[src/rtl/sevseg_pkg.sv]
// ----------------------------------------------------------------------------
// sevseg_pkg - shared types and constants of the seven-segment driver
// Command codes, font table, frame layout and the structs that pass
// between the command front end, the frame queue and the serializer.
// ----------------------------------------------------------------------------
package sevseg_pkg;

    // Serial frame: right digit in the upper byte, left digit in the lower.
    localparam int FRAME_BITS  = 16;
    localparam int POS_W       = 4;
    localparam int SEG_W       = 8;
    localparam int QUEUE_DEPTH = 2;

    // Stream payload widths.
    localparam int S_TDATA_W = 32;
    localparam int M_TDATA_W = 8;

    localparam logic [SEG_W-1:0]      SEG_BLANK   = 8'hFF;
    localparam logic [FRAME_BITS-1:0] FRAME_BLANK = 16'hFFFF;
    localparam logic [7:0]            CHAR_FIRST  = 8'h20;
    localparam logic [7:0]            CHAR_LAST   = 8'h7E;
    localparam logic [6:0]            FONT_LAST   = 7'd94;
    localparam logic [6:0]            FONT_DIGIT0 = 7'd16;

    typedef enum logic [2:0] {
        OP_SET_VALUE = 3'd0,
        OP_SET_CHARS = 3'd1,
        OP_DP_ON     = 3'd2,
        OP_DP_OFF    = 3'd3,
        OP_DISP_ON   = 3'd4,
        OP_DISP_OFF  = 3'd5
    } op_t;

    // Frame handed from the front end to the queue.
    typedef struct packed {
        logic                  push;
        logic [FRAME_BITS-1:0] frame;
    } frame_wr_t;

    // Queue status seen by both sides.
    typedef struct packed {
        logic full;
        logic empty;
    } queue_status_t;

    // Active-low segment patterns, ASCII 0x20..0x7E, dp in bit 0.
    localparam logic [SEG_W-1:0] FONT_ROM [0:94] = '{
        8'hFF, 8'hFD, 8'hBB, 8'hFD, 8'hFD, 8'hFD, 8'hFD, 8'hFB, 8'h63, 8'h0F,
        8'hFD, 8'hFD, 8'hFD, 8'hFD, 8'hFD, 8'hFD, 8'h03, 8'h9F, 8'h25, 8'h0D,
        8'h99, 8'h49, 8'h41, 8'h1F, 8'h01, 8'h09, 8'hFD, 8'hFD, 8'hFD, 8'hED,
        8'hFD, 8'h2F, 8'hFD, 8'h11, 8'hC1, 8'h63, 8'h85, 8'h61, 8'h71, 8'h43,
        8'h91, 8'h0F, 8'h07, 8'hA1, 8'hE3, 8'h55, 8'h13, 8'h03, 8'h31, 8'h19,
        8'hF5, 8'h49, 8'hE1, 8'h83, 8'hC7, 8'h47, 8'hD9, 8'h89, 8'hA5, 8'h63,
        8'hFD, 8'h0F, 8'hFD, 8'hEF, 8'hBF, 8'h11, 8'hC1, 8'hE5, 8'h85, 8'h21,
        8'h71, 8'h09, 8'hD1, 8'hF7, 8'h87, 8'h51, 8'hF3, 8'h55, 8'hD5, 8'hC5,
        8'h31, 8'h19, 8'hF5, 8'h00, 8'h00, 8'h00, 8'h00, 8'h00, 8'h00, 8'h00,
        8'h00, 8'h00, 8'h00, 8'h00, 8'h00
    };

    function automatic logic [SEG_W-1:0] font_lookup(input logic [6:0] idx);
        logic [SEG_W-1:0] seg;
        if (idx > FONT_LAST) begin
            seg = '0;
        end else begin
            seg = FONT_ROM[idx];
        end
        return seg;
    endfunction

    function automatic logic [SEG_W-1:0] char_glyph(input logic [7:0] code);
        logic [SEG_W-1:0] seg;
        if (code < CHAR_FIRST || code > CHAR_LAST) begin
            seg = SEG_BLANK;
        end else begin
            seg = font_lookup(7'(code - CHAR_FIRST));
        end
        return seg;
    endfunction

endpackage

[src/rtl/sevseg_front.sv]
// ----------------------------------------------------------------------------
// sevseg_front - command decode and digit store
// Accept commands, update the stored segment bytes and queue one frame
// per accepted command; op codes 6 and 7 queue none.
// ----------------------------------------------------------------------------
module sevseg_front (
    input  logic                              aclk,
    input  logic                              aresetn,
    input  logic                              s_tvalid,
    output logic                              s_tready,
    input  logic [sevseg_pkg::S_TDATA_W-1:0]  s_tdata,
    input  sevseg_pkg::queue_status_t         q_status,
    output sevseg_pkg::frame_wr_t             q_wr
);

    logic [sevseg_pkg::SEG_W-1:0] right_reg, right_next;
    logic [sevseg_pkg::SEG_W-1:0] left_reg,  left_next;

    logic [2:0]  op_bits;
    logic [7:0]  value;
    logic [7:0]  char_left;
    logic [7:0]  char_right;
    logic        digit_index;
    logic        accept;
    logic        push;
    logic [6:0]  v_sat;
    logic [14:0] tens_prod;
    logic [3:0]  tens;
    logic [6:0]  units;
    logic [sevseg_pkg::FRAME_BITS-1:0] frame;

    assign op_bits     = s_tdata[2:0];
    assign value       = s_tdata[10:3];
    assign char_left   = s_tdata[18:11];
    assign char_right  = s_tdata[26:19];
    assign digit_index = s_tdata[27];

    assign s_tready = !q_status.full;
    assign accept   = s_tvalid && s_tready;

    // Saturate to 99, then split: tens = v*205 >> 11 holds for v below 1029.
    assign v_sat     = (value > 8'd99) ? 7'd99 : value[6:0];
    assign tens_prod = 15'(v_sat) * 15'd205;
    assign tens      = tens_prod[14:11];
    assign units     = v_sat - 7'(tens) * 7'd10;

    always_comb begin
        right_next = right_reg;
        left_next  = left_reg;
        push       = 1'b1;
        frame      = {right_next, left_next};
        unique case (op_bits)
            sevseg_pkg::OP_SET_VALUE: begin
                if (tens == 4'd0) begin
                    left_next = sevseg_pkg::SEG_BLANK;
                end else begin
                    left_next = sevseg_pkg::font_lookup(7'(tens) + sevseg_pkg::FONT_DIGIT0)
                                | {7'd0, left_reg[0]};
                end
                right_next = sevseg_pkg::font_lookup(units + sevseg_pkg::FONT_DIGIT0)
                             | {7'd0, right_reg[0]};
            end
            sevseg_pkg::OP_SET_CHARS: begin
                left_next  = sevseg_pkg::char_glyph(char_left)  | {7'd0, left_reg[0]};
                right_next = sevseg_pkg::char_glyph(char_right) | {7'd0, right_reg[0]};
            end
            sevseg_pkg::OP_DP_ON: begin
                if (digit_index) begin
                    left_next[0] = 1'b0;
                end else begin
                    right_next[0] = 1'b0;
                end
            end
            sevseg_pkg::OP_DP_OFF: begin
                if (digit_index) begin
                    left_next[0] = 1'b1;
                end else begin
                    right_next[0] = 1'b1;
                end
            end
            sevseg_pkg::OP_DISP_ON: begin
            end
            sevseg_pkg::OP_DISP_OFF: begin
            end
            default: begin
                push = 1'b0;
            end
        endcase
        if (op_bits == sevseg_pkg::OP_DISP_OFF) begin
            frame = sevseg_pkg::FRAME_BLANK;
        end else begin
            frame = {right_next, left_next};
        end
    end

    assign q_wr.push  = accept && push;
    assign q_wr.frame = frame;

    always_ff @(posedge aclk) begin
        if (!aresetn) begin
            right_reg <= sevseg_pkg::SEG_BLANK;
            left_reg  <= sevseg_pkg::SEG_BLANK;
        end else if (accept) begin
            right_reg <= right_next;
            left_reg  <= left_next;
        end
    end

endmodule

[src/rtl/sevseg_queue.sv]
// ----------------------------------------------------------------------------
// sevseg_queue - frame queue
// Small first-in first-out buffer of frames between the front end and
// the serializer.
// ----------------------------------------------------------------------------
module sevseg_queue #(
    parameter int DEPTH = sevseg_pkg::QUEUE_DEPTH
) (
    input  logic                                aclk,
    input  logic                                aresetn,
    input  sevseg_pkg::frame_wr_t               wr,
    input  logic                                pop,
    output logic [sevseg_pkg::FRAME_BITS-1:0]   rd_frame,
    output sevseg_pkg::queue_status_t           status
);

    localparam int AW = $clog2(DEPTH);

    logic [sevseg_pkg::FRAME_BITS-1:0] mem_reg [DEPTH];
    logic [AW:0] wr_ptr_reg, rd_ptr_reg;

    assign status.empty = (wr_ptr_reg == rd_ptr_reg);
    assign status.full  = (wr_ptr_reg[AW-1:0] == rd_ptr_reg[AW-1:0])
                          && (wr_ptr_reg[AW] != rd_ptr_reg[AW]);
    assign rd_frame     = mem_reg[rd_ptr_reg[AW-1:0]];

    always_ff @(posedge aclk) begin
        if (wr.push) begin
            mem_reg[wr_ptr_reg[AW-1:0]] <= wr.frame;
        end
    end

    always_ff @(posedge aclk) begin
        if (!aresetn) begin
            wr_ptr_reg <= '0;
            rd_ptr_reg <= '0;
        end else begin
            if (wr.push) begin
                wr_ptr_reg <= wr_ptr_reg + 1'b1;
            end
            if (pop) begin
                rd_ptr_reg <= rd_ptr_reg + 1'b1;
            end
        end
    end

endmodule

[src/rtl/sevseg_serializer.sv]
// ----------------------------------------------------------------------------
// sevseg_serializer - frame shifter
// Take frames from the queue and send them one bit per transfer,
// least significant bit first, marking the last bit.
// ----------------------------------------------------------------------------
module sevseg_serializer (
    input  logic                              aclk,
    input  logic                              aresetn,
    input  logic [sevseg_pkg::FRAME_BITS-1:0] q_frame,
    input  sevseg_pkg::queue_status_t         q_status,
    output logic                              q_pop,
    output logic                              m_tvalid,
    input  logic                              m_tready,
    output logic [sevseg_pkg::M_TDATA_W-1:0]  m_tdata,
    output logic                              m_tlast
);

    localparam logic [sevseg_pkg::POS_W-1:0] LAST_POS =
        sevseg_pkg::POS_W'(sevseg_pkg::FRAME_BITS - 1);

    logic [sevseg_pkg::FRAME_BITS-1:0] shift_reg;
    logic [sevseg_pkg::POS_W-1:0]      pos_reg;
    logic                              active_reg;
    logic                              last;
    logic                              done;

    assign last  = (pos_reg == LAST_POS);
    assign done  = m_tready && last;
    assign q_pop = !q_status.empty && (!active_reg || done);

    assign m_tvalid = active_reg;
    assign m_tlast  = last;
    assign m_tdata  = {3'd0, pos_reg, shift_reg[0]};

    always_ff @(posedge aclk) begin
        if (!aresetn) begin
            active_reg <= 1'b0;
            pos_reg    <= '0;
        end else if (q_pop) begin
            active_reg <= 1'b1;
            pos_reg    <= '0;
        end else if (active_reg && m_tready) begin
            if (last) begin
                active_reg <= 1'b0;
            end
            pos_reg <= pos_reg + 1'b1;
        end
    end

    always_ff @(posedge aclk) begin
        if (q_pop) begin
            shift_reg <= q_frame;
        end else if (active_reg && m_tready) begin
            shift_reg <= {1'b0, shift_reg[sevseg_pkg::FRAME_BITS-1:1]};
        end
    end

endmodule

[src/rtl/two_digit_seven_segment_driver_core.sv]
// ----------------------------------------------------------------------------
// two_digit_seven_segment_driver_core - two-digit seven-segment driver
// Command stream in, serial shift-register bit stream out.
// ----------------------------------------------------------------------------
// Usage:
//   The slave channel (s_*) takes one command per transfer: set a value,
//   set two characters, turn a decimal point on or off, resend the stored
//   digits or blank the display. Op codes 6 and 7 are dropped with no output.
//   The master channel (m_*) sends the resulting 16-bit frame as 16
//   transfers, one per bit, least significant bit first; the frame holds the
//   left digit in bits 7:0 and the right digit in bits 15:8. m_tlast marks
//   the last bit, after which the storage latch is pulsed.
//   Flow: a command's frame is written into the frame queue and then loaded
//   into the serializer's shift register, which shows its first bit. Bits
//   leave at one bit per cycle while m_tready is high, and the next frame is
//   loaded as the last bit leaves; the front end takes the next command as long
//   as the frame queue (QUEUE_DEPTH frames) has room.
//   Reset: both stored digits go to all segments off (0xFF), the queue
//   empties and no bit is in flight.
//   Stall: while m_tready is low, the current bit holds; frames build up in
//   the queue and s_tready drops once the queue is full.
// ----------------------------------------------------------------------------
module two_digit_seven_segment_driver_core #(
    parameter int QUEUE_DEPTH = sevseg_pkg::QUEUE_DEPTH
) (
    input  logic                              aclk,
    input  logic                              aresetn,
    input  logic                              s_tvalid,
    output logic                              s_tready,
    // op[2:0], value[10:3], char_left[18:11], char_right[26:19],
    // digit_index[27], zero[31:28]
    input  logic [sevseg_pkg::S_TDATA_W-1:0]  s_tdata,
    output logic                              m_tvalid,
    input  logic                              m_tready,
    // serial_bit[0], bit_position[4:1], zero[7:5]
    output logic [sevseg_pkg::M_TDATA_W-1:0]  m_tdata,
    // latch_after
    output logic                              m_tlast
);

    sevseg_pkg::frame_wr_t              q_wr;
    sevseg_pkg::queue_status_t          q_status;
    logic [sevseg_pkg::FRAME_BITS-1:0]  q_frame;
    logic                               q_pop;

    // Decode commands and keep the digit bytes.
    sevseg_front u_front (
        .aclk     (aclk),
        .aresetn  (aresetn),
        .s_tvalid (s_tvalid),
        .s_tready (s_tready),
        .s_tdata  (s_tdata),
        .q_status (q_status),
        .q_wr     (q_wr)
    );

    // Buffer frames so the command side does not wait on the shifter.
    sevseg_queue #(
        .DEPTH (QUEUE_DEPTH)
    ) u_queue (
        .aclk     (aclk),
        .aresetn  (aresetn),
        .wr       (q_wr),
        .pop      (q_pop),
        .rd_frame (q_frame),
        .status   (q_status)
    );

    // Shift frames out one bit per transfer.
    sevseg_serializer u_serializer (
        .aclk     (aclk),
        .aresetn  (aresetn),
        .q_frame  (q_frame),
        .q_status (q_status),
        .q_pop    (q_pop),
        .m_tvalid (m_tvalid),
        .m_tready (m_tready),
        .m_tdata  (m_tdata),
        .m_tlast  (m_tlast)
    );

endmodule

[config.mk]
export PLATFORM = sky130hd
export DESIGN_NAME = two_digit_seven_segment_driver_core
export DESIGN_NICKNAME = d
export VERILOG_FILES = /design/src/rtl/sevseg_pkg.sv /design/src/rtl/sevseg_front.sv /design/src/rtl/sevseg_queue.sv /design/src/rtl/sevseg_serializer.sv /design/src/rtl/two_digit_seven_segment_driver_core.sv
export SDC_FILE = /design/constraint.sdc
export NUM_CORES = 1
export LEC_CHECK = 0
export ABC_AREA = 1
export ABC_CLOCK_PERIOD_IN_PS = 22500
export BUFFER_PORTS_ARGS = -buffer_cell sky130_fd_sc_hd__buf_4
export CORE_UTILIZATION = 40
export CTS_BUF_LIST = sky130_fd_sc_hd__clkbuf_2
export DETAILED_ROUTE_END_ITERATION = 6
export SETUP_SLACK_MARGIN = 0.05
export SYNTH_ARGS = -nofsm -noshare
export SYNTH_HDL_FRONTEND = slang
export SYNTH_SLANG_ARGS = --single-unit
[constraint.sdc]
create_clock -name aclk -period 22.5 [get_ports aclk]
set_clock_uncertainty 0.05 [all_clocks]
set_input_delay 2.25 -clock aclk [delete_from_list [all_inputs] [get_ports aclk]]
set_output_delay 2.25 -clock aclk [all_outputs]
set_load 0.05 [all_outputs]
# == Word level (Yosys, flattened, before mapping) ==
# Memories as Yosys holds them, arrays and structs flattened. A register that Yosys moved wholly into a read port is not among the register bits.
# Index checks and enable logic that the tools add are counted.
# Widths: inputs -> output; s select.
# op_classes
n_addsub,8
n_mul,2
order_cmp,13
eq_ne,9
muxes,40
n_bitwise,9
n_reduce_logical,19
# op_table
operator,n
$mux 8,20
$mux 16,3
$ge 8x8->1 const B,4
$not 7->8,4
$or 8x1->8,4
$gt 7x7->1 const B,4
$pmux 7 s2,2
$gt 8x7->1 const B,3
$lt 8x6->1 const B,2
$mul 7x8->15 const B,1
$sub 7x6->7 const B,2
$mux 1,12
$pmux 1 s4,2
$add 7x5->7 const B,1
$mux 7,1
$sub 7x7->7,1
$add 4x5->6 const B,1
$eq 3x2->1 const B,2
$eq 3x3->1 const B,2
$logic_and 1x1->1,6
$mul 4x3->6 const B,1
$reduce_or 6->1,1
$add 2x1->2 const B,2
$add 4x1->4 const B,1
13 further kinds,18
# totals
ff_bits,41
ram_bits,32
romBits,4096
output_inout_bits,11
elab_cells,112
mem_count,5
# mem_list
name,depth,word_bits,rd,rd_ports_with_merged_regs,wr,line,source
(name not given),128,8,1,0,0,sevseg_pkg.sv:65,seg = FONT_ROM[idx];
(name not given),128,8,1,0,0,sevseg_pkg.sv:65,
(name not given),128,8,1,0,0,sevseg_pkg.sv:65,
(name not given),128,8,1,0,0,sevseg_pkg.sv:65,
u_queue.mem_reg,2,16,1,1,1,sevseg_queue.sv:19,logic [sevseg_pkg::FRAME_BITS-1:0] mem_reg [DEPTH];

# == Logic depth before layout (Yosys ltp) ==
# logic_depth
depth_word,15
depth_mapped,45

# == Modules after synthesis ==
# From an unflattened synthesis, not the netlist that was laid out.
# hier_totals
cells_unflattened,1268
area_unflattened_um2,8242.9
# modules_own_cells
module,n_inst,cells_per_inst,area_per_inst_um2,seq_area_each_um2
sevseg_front,1,1042,5800.6,320.3
sevseg_queue,1,122,1443.9,1061.0
sevseg_serializer,1,104,998.5,580.6

# == Worst setup path after synthesis ==
# OpenSTA, ideal clock, no wires.
# synth_timing
kind,input -> register
start,in s_tdata[5] (netlist name)
end,"mem u_queue.mem_reg[0][10] (netlist name), data pin"
setup_ps,263
t_arrival_ps,8393
required_ps,22187
slack_ps,13794
cell_stages,40
path_cell_list,nor2_1 nand2_1 nand2_1 nand2_2 nor2_1 ha_1 inv_1 fa_1 inv_1 ha_1 inv_1 fa_1 inv_1 ha_1 a21oi_1 a21oi_1 nor3_1 nand2_1 (+4 left out) ha_1 fa_1 inv_1 ha_1 ha_1 nand2_1 or2_1 nand3_1 nand2_1 nand2_1 xor2_1 nand2_2 nand2_2 buf_6 nand2_4 nand2_4 o21ai_1 or2_1
# synth_rtl
element,line,source
start: declaration,two_digit_seven_segment_driver_core.sv:32,"input logic [sevseg_pkg::S_TDATA_W-1:0] s_tdata,"
end: declaration,sevseg_queue.sv:19,

==> run_summary.xml <==
<?xml version="1.0" encoding="UTF-8"?>
<metrics>
  <group name="grt">
    <metric name="grt_first_pass_wirelength" unit="mm">34.5</metric>
    <metric name="vias_in_the_first_global_route" unit="">7241</metric>
    <metric name="grt_antenna_before_repair" unit="">0</metric>
    <metric name="groute.usage.overall" unit="%">21.0</metric>
    <metric name="grt_max_degree" unit="">33</metric>
    <metric name="grt.overflow.total" unit="">0</metric>
  </group>
  <group name="sta">
    <metric name="setup_slack" unit="ns">13.11</metric>
    <metric name="max_clock_freq" unit="GHz">0.107</metric>
    <metric name="timing.setup.tns" unit="ns">0</metric>
    <metric name="slew_viol_final" unit="">0</metric>
    <metric name="final.period_utilization" unit="%">41.7</metric>
    <metric name="normalized_max_slew_margin" unit="%">34.0</metric>
    <metric name="final_critical_path_time_including_i_o_delays_and_setup" unit="ns">9.39</metric>
    <metric name="final_hold_viol_count" unit="">0</metric>
    <metric name="unrepaired_setup_endpoints_after_global_routing" unit="">no</metric>
    <metric name="transition_time_at_the_pin_with_the_least_slew_margin" unit="ns">0.989</metric>
    <metric name="timing.final.setup_violations" unit="">0</metric>
  </group>
  <group name="pwr">
    <metric name="power_report.internal_total" unit="uW">528</metric>
    <metric name="peakVddDrop" unit="mV">0.197</metric>
    <metric name="total_power" unit="mW">1.23</metric>
    <metric name="power.density" unit="mW/mm^2">145</metric>
    <metric name="p_sw" unit="uW">703</metric>
    <metric name="clock_power_share" unit="%">7.7</metric>
    <metric name="seq_power_share" unit="%">17.0</metric>
    <metric name="logic_pwr_share" unit="%">75.2</metric>
    <metric name="p_leak" unit="nW">4.00</metric>
    <metric name="sw_frac_of_total" unit="%">57.1</metric>
  </group>
  <group name="placement">
    <metric name="gp_weighted_congestion" unit="">0.970</metric>
    <metric name="dp.final_hpwl" unit="mm">15.9</metric>
    <metric name="numPortBuffers" unit="">39</metric>
    <metric name="placement.cell_area" unit="mm^2">0.00832</metric>
    <metric name="place_inst" unit="">1456</metric>
    <metric name="dp_worst_setup_slack" unit="ns">12.60</metric>
  </group>
  <group name="die">
    <metric name="placement_rows" unit="">51</metric>
    <metric name="ios" unit="">47</metric>
    <metric name="dieHeight" unit="um">143</metric>
    <metric name="die-width" unit="um">143</metric>
    <metric name="die_area" unit="mm^2">0.0203</metric>
    <metric name="initial_utilization" unit="%">40.7</metric>
    <metric name="design.core.area" unit="mm^2">0.0194</metric>
  </group>
  <group name="layout">
    <metric name="largest_register_ff_count" unit="">32</metric>
    <metric name="num_antenna_cells" unit="">0</metric>
    <metric name="final-seq-area" unit="mm^2">0.00196</metric>
    <metric name="layout.nets" unit="">1323</metric>
    <metric name="post_route_cells_drive_above_1_share" unit="%">7.46</metric>
    <metric name="design_area" unit="mm^2">0.00847</metric>
    <metric name="final.fill_count" unit="">2098</metric>
    <metric name="multiInputGateArea" unit="mm^2">0.00520</metric>
    <metric name="area_growth_syn_to_layout" unit="%">7.29</metric>
    <metric name="finish.cell_count_without_fillers" unit="">1472</metric>
  </group>
  <group name="yosys">
    <metric name="seq_area_frac_synth" unit="%">24.8</metric>
    <metric name="netlist.area_leader.share" unit="%">18.3</metric>
    <metric name="asyncSetResetFlopFracSynth" unit="%">0</metric>
    <metric name="synthDistinctLibCells" unit="">54</metric>
    <metric name="syn-mean-instance-area" unit="um^2">6.60</metric>
    <metric name="yosys-top-cells-count" unit="">319 x sky130_fd_sc_hd__nand2_1, 131 x sky130_fd_sc_hd__inv_1, 115 x sky130_fd_sc_hd__a21oi_1</metric>
    <metric name="yosys_warnings" unit="">0</metric>
    <metric name="synth-edff-count" unit="">48</metric>
    <metric name="most_instantiated_library_cell_after_synthesis" unit="">sky130_fd_sc_hd__nand2_1</metric>
    <metric name="ys_top_cells_by_area" unit="">sky130_fd_sc_hd__edfxtp_1 18%, sky130_fd_sc_hd__nand2_1 15%, sky130_fd_sc_hd__ha_1 12%</metric>
    <metric name="mappedNetlistArea" unit="mm^2">0.00790</metric>
    <metric name="synth_top_flop_cell" unit="">sky130_fd_sc_hd__edfxtp_1</metric>
    <metric name="synth_seq_cells" unit="">74</metric>
    <metric name="leading_area_contributor_after_synthesis" unit="">sky130_fd_sc_hd__edfxtp_1</metric>
    <metric name="netlist_instances" unit="">1197</metric>
  </group>
  <group name="cts">
    <metric name="clock_tree.root_cell" unit="">sky130_fd_sc_hd__clkbuf_2</metric>
    <metric name="maximum_buffer_depth_of_the_clock_tree" unit="">2</metric>
    <metric name="worst_skew_pair.late_latency" unit="ns">0.52</metric>
    <metric name="post_cts_resize_count" unit="">0</metric>
    <metric name="clk_pin_slew" unit="ns">0.18</metric>
    <metric name="cts_tree" unit="">yes</metric>
    <metric name="cts.sinks" unit="">74</metric>
    <metric name="number_of_clock_buffers_inserted_by_tritoncts" unit="">9</metric>
    <metric name="number_of_h_tree_branching_levels" unit="">3</metric>
    <metric name="number_of_hold_repair_buffers_added_at_the_cts_stage" unit="">0</metric>
    <metric name="post-cts-setup-buffers" unit="">0</metric>
  </group>
  <group name="worst_setup_path">
    <metric name="arrival" unit="ns">9.57</metric>
    <metric name="worst-setup-path-type" unit="">input port to flop</metric>
    <metric name="worst_setup_path_start_kind" unit="">input port</metric>
    <metric name="end_kind" unit="">flop</metric>
    <metric name="timing.critical_path.slowest_cell_delay" unit="ns">0.57</metric>
    <metric name="cp_bufs_invs" unit="">8</metric>
    <metric name="worst_ep_required_time" unit="ns">22.68</metric>
    <metric name="critical_path_depth" unit="">37</metric>
    <metric name="critical_path.slowest_cell" unit="">sky130_fd_sc_hd__inv_1</metric>
    <metric name="crit_top_cell" unit="">sky130_fd_sc_hd__nand2_1</metric>
    <metric name="worst_path_dominant_cell_family" unit="">adder cells</metric>
    <metric name="r2r.worst_path.cells" unit="">7</metric>
    <metric name="timing.critical_path.fanout_max" unit="">29</metric>
  </group>
  <group name="route">
    <metric name="totalWireLength" unit="mm">21.2</metric>
    <metric name="drc_errors" unit="">0</metric>
    <metric name="initialDrtViolationCount" unit="">418</metric>
    <metric name="antenna_violating_nets_post_route" unit="">0</metric>
    <metric name="wl_per_cell" unit="um">14.4</metric>
    <metric name="routed-via-count" unit="">7918</metric>
    <metric name="routed_via_density" unit="">5.38</metric>
    <metric name="dr.pass1.iters" unit="">5</metric>
  </group>
  <group name="hold_path">
    <metric name="whs_path_depth" unit="">2</metric>
    <metric name="min_path_type" unit="">flop to flop</metric>
  </group>
  <group name="status">
    <metric name="status" unit="">completed</metric>
  </group>
  <group name="run">
    <metric name="drv.max_cap_violation_count" unit="">0</metric>
  </group>
</metrics>
==> worst register-to-register path, delay by kind of cell (launching register included) <==
kind / cells / cell delay [ns]
AND/OR/NAND/NOR: 3 / 1.24
buffers and inverters: 2 / 0.15
flip-flops: 1 / 0.38
XOR/XNOR: 1 / 0.19
AO/OA/AOI/OAI: 1 / 0.34
==> per-layer routing <==
metal / GRT usage [%] / share of wire (%) / up-vias
li1: - / - / 4037
met1: 27.2 / 46 / 3594
met2: 37.2 / 48 / 254
met3: 1.78 / 5.2 / 33
met4: 5.83 / 1.6 / 0
met5: 0 / 0 / -
==> worst paths after layout <==
path	endpoint	from	slack [ns]
setup / recovery	u_queue.mem_reg[0][9]	s_tdata[5]	13.11
hold / removal	u_front.left_reg[5]	u_front.left_reg[5]	0.45
setup reg to reg	u_queue.mem_reg[0][0]	u_queue.wr_ptr_reg[1]	19.78
hold reg to reg	u_front.left_reg[5]	u_front.left_reg[5]	0.45
==> through the flow <==
step	hold WS [ns]	util [%]
2_1_floorplan	0.391	-
3_3_place_gp	0.400	42.9
3_5_place_dp	0.403	42.9
4_1_cts	0.450	43.7
5_1_grt	0.469	43.7
6_report	0.445	43.7
==> cells in the final DEF, fill, tap and decap left out, types with 5 or more instances in the layout <==
master,count
sky130_fd_sc_hd__a21oi_1,115
sky130_fd_sc_hd__nand3_2,5
sky130_fd_sc_hd__buf_4,40
sky130_fd_sc_hd__nor2_1,108
sky130_fd_sc_hd__xor2_1,7
sky130_fd_sc_hd__inv_1,131
sky130_fd_sc_hd__clkbuf_2,11
sky130_fd_sc_hd__o21ai_0,82
sky130_fd_sc_hd__nand4_1,14
sky130_fd_sc_hd__fa_1,10
sky130_fd_sc_hd__nand3_1,81
sky130_fd_sc_hd__edfxtp_1,48
sky130_fd_sc_hd__nand2_2,9
sky130_fd_sc_hd__a31oi_1,22
sky130_fd_sc_hd__o22ai_1,6
sky130_fd_sc_hd__nor3_1,11
sky130_fd_sc_hd__o31ai_1,7
sky130_fd_sc_hd__o211ai_1,13
sky130_fd_sc_hd__dfxtp_1,26
sky130_fd_sc_hd__ha_1,75
sky130_fd_sc_hd__nand2_1,319
==> cell type report <==
type                            count  share of cell area (%)
Tap cell                          265                    3.91
Timing Repair Buffer               40                    3.54
Sequential cell                    74                    23.2
Clock buffer                       11                   0.650
Inverter                          138                    6.14
Multi-Input combinational cell    939                    61.4
Clock inverter                      5                    1.20
==> power groups by stage <==
stage / registers [mW] / logic [mW] / clock network, mW
6_report: 0.210 / 0.926 / 0.0951
5_1_grt: 0.214 / 1.04 / 0.101
4_1_cts: 0.211 / 0.915 / 0.0965
3_5_place_dp: 0.214 / 0.909 / 0
3_3_place_gp: 0.213 / 0.917 / 0
2_1_floorplan: 0.211 / 0.724 / 0
==> kinds of logic after synthesis <==
kind of cell    after synthesis  share of synthesized area, %
buf+inv                     186                          9.41
xor+xnor                     10                          1.11
other cells                   1                        0.0475
flops                        74                          24.8
compound gates              273                          19.5
simple gates                568                          30.7
fa+ha+maj                    85                          14.4
Power figures use the tool's default switching activity.
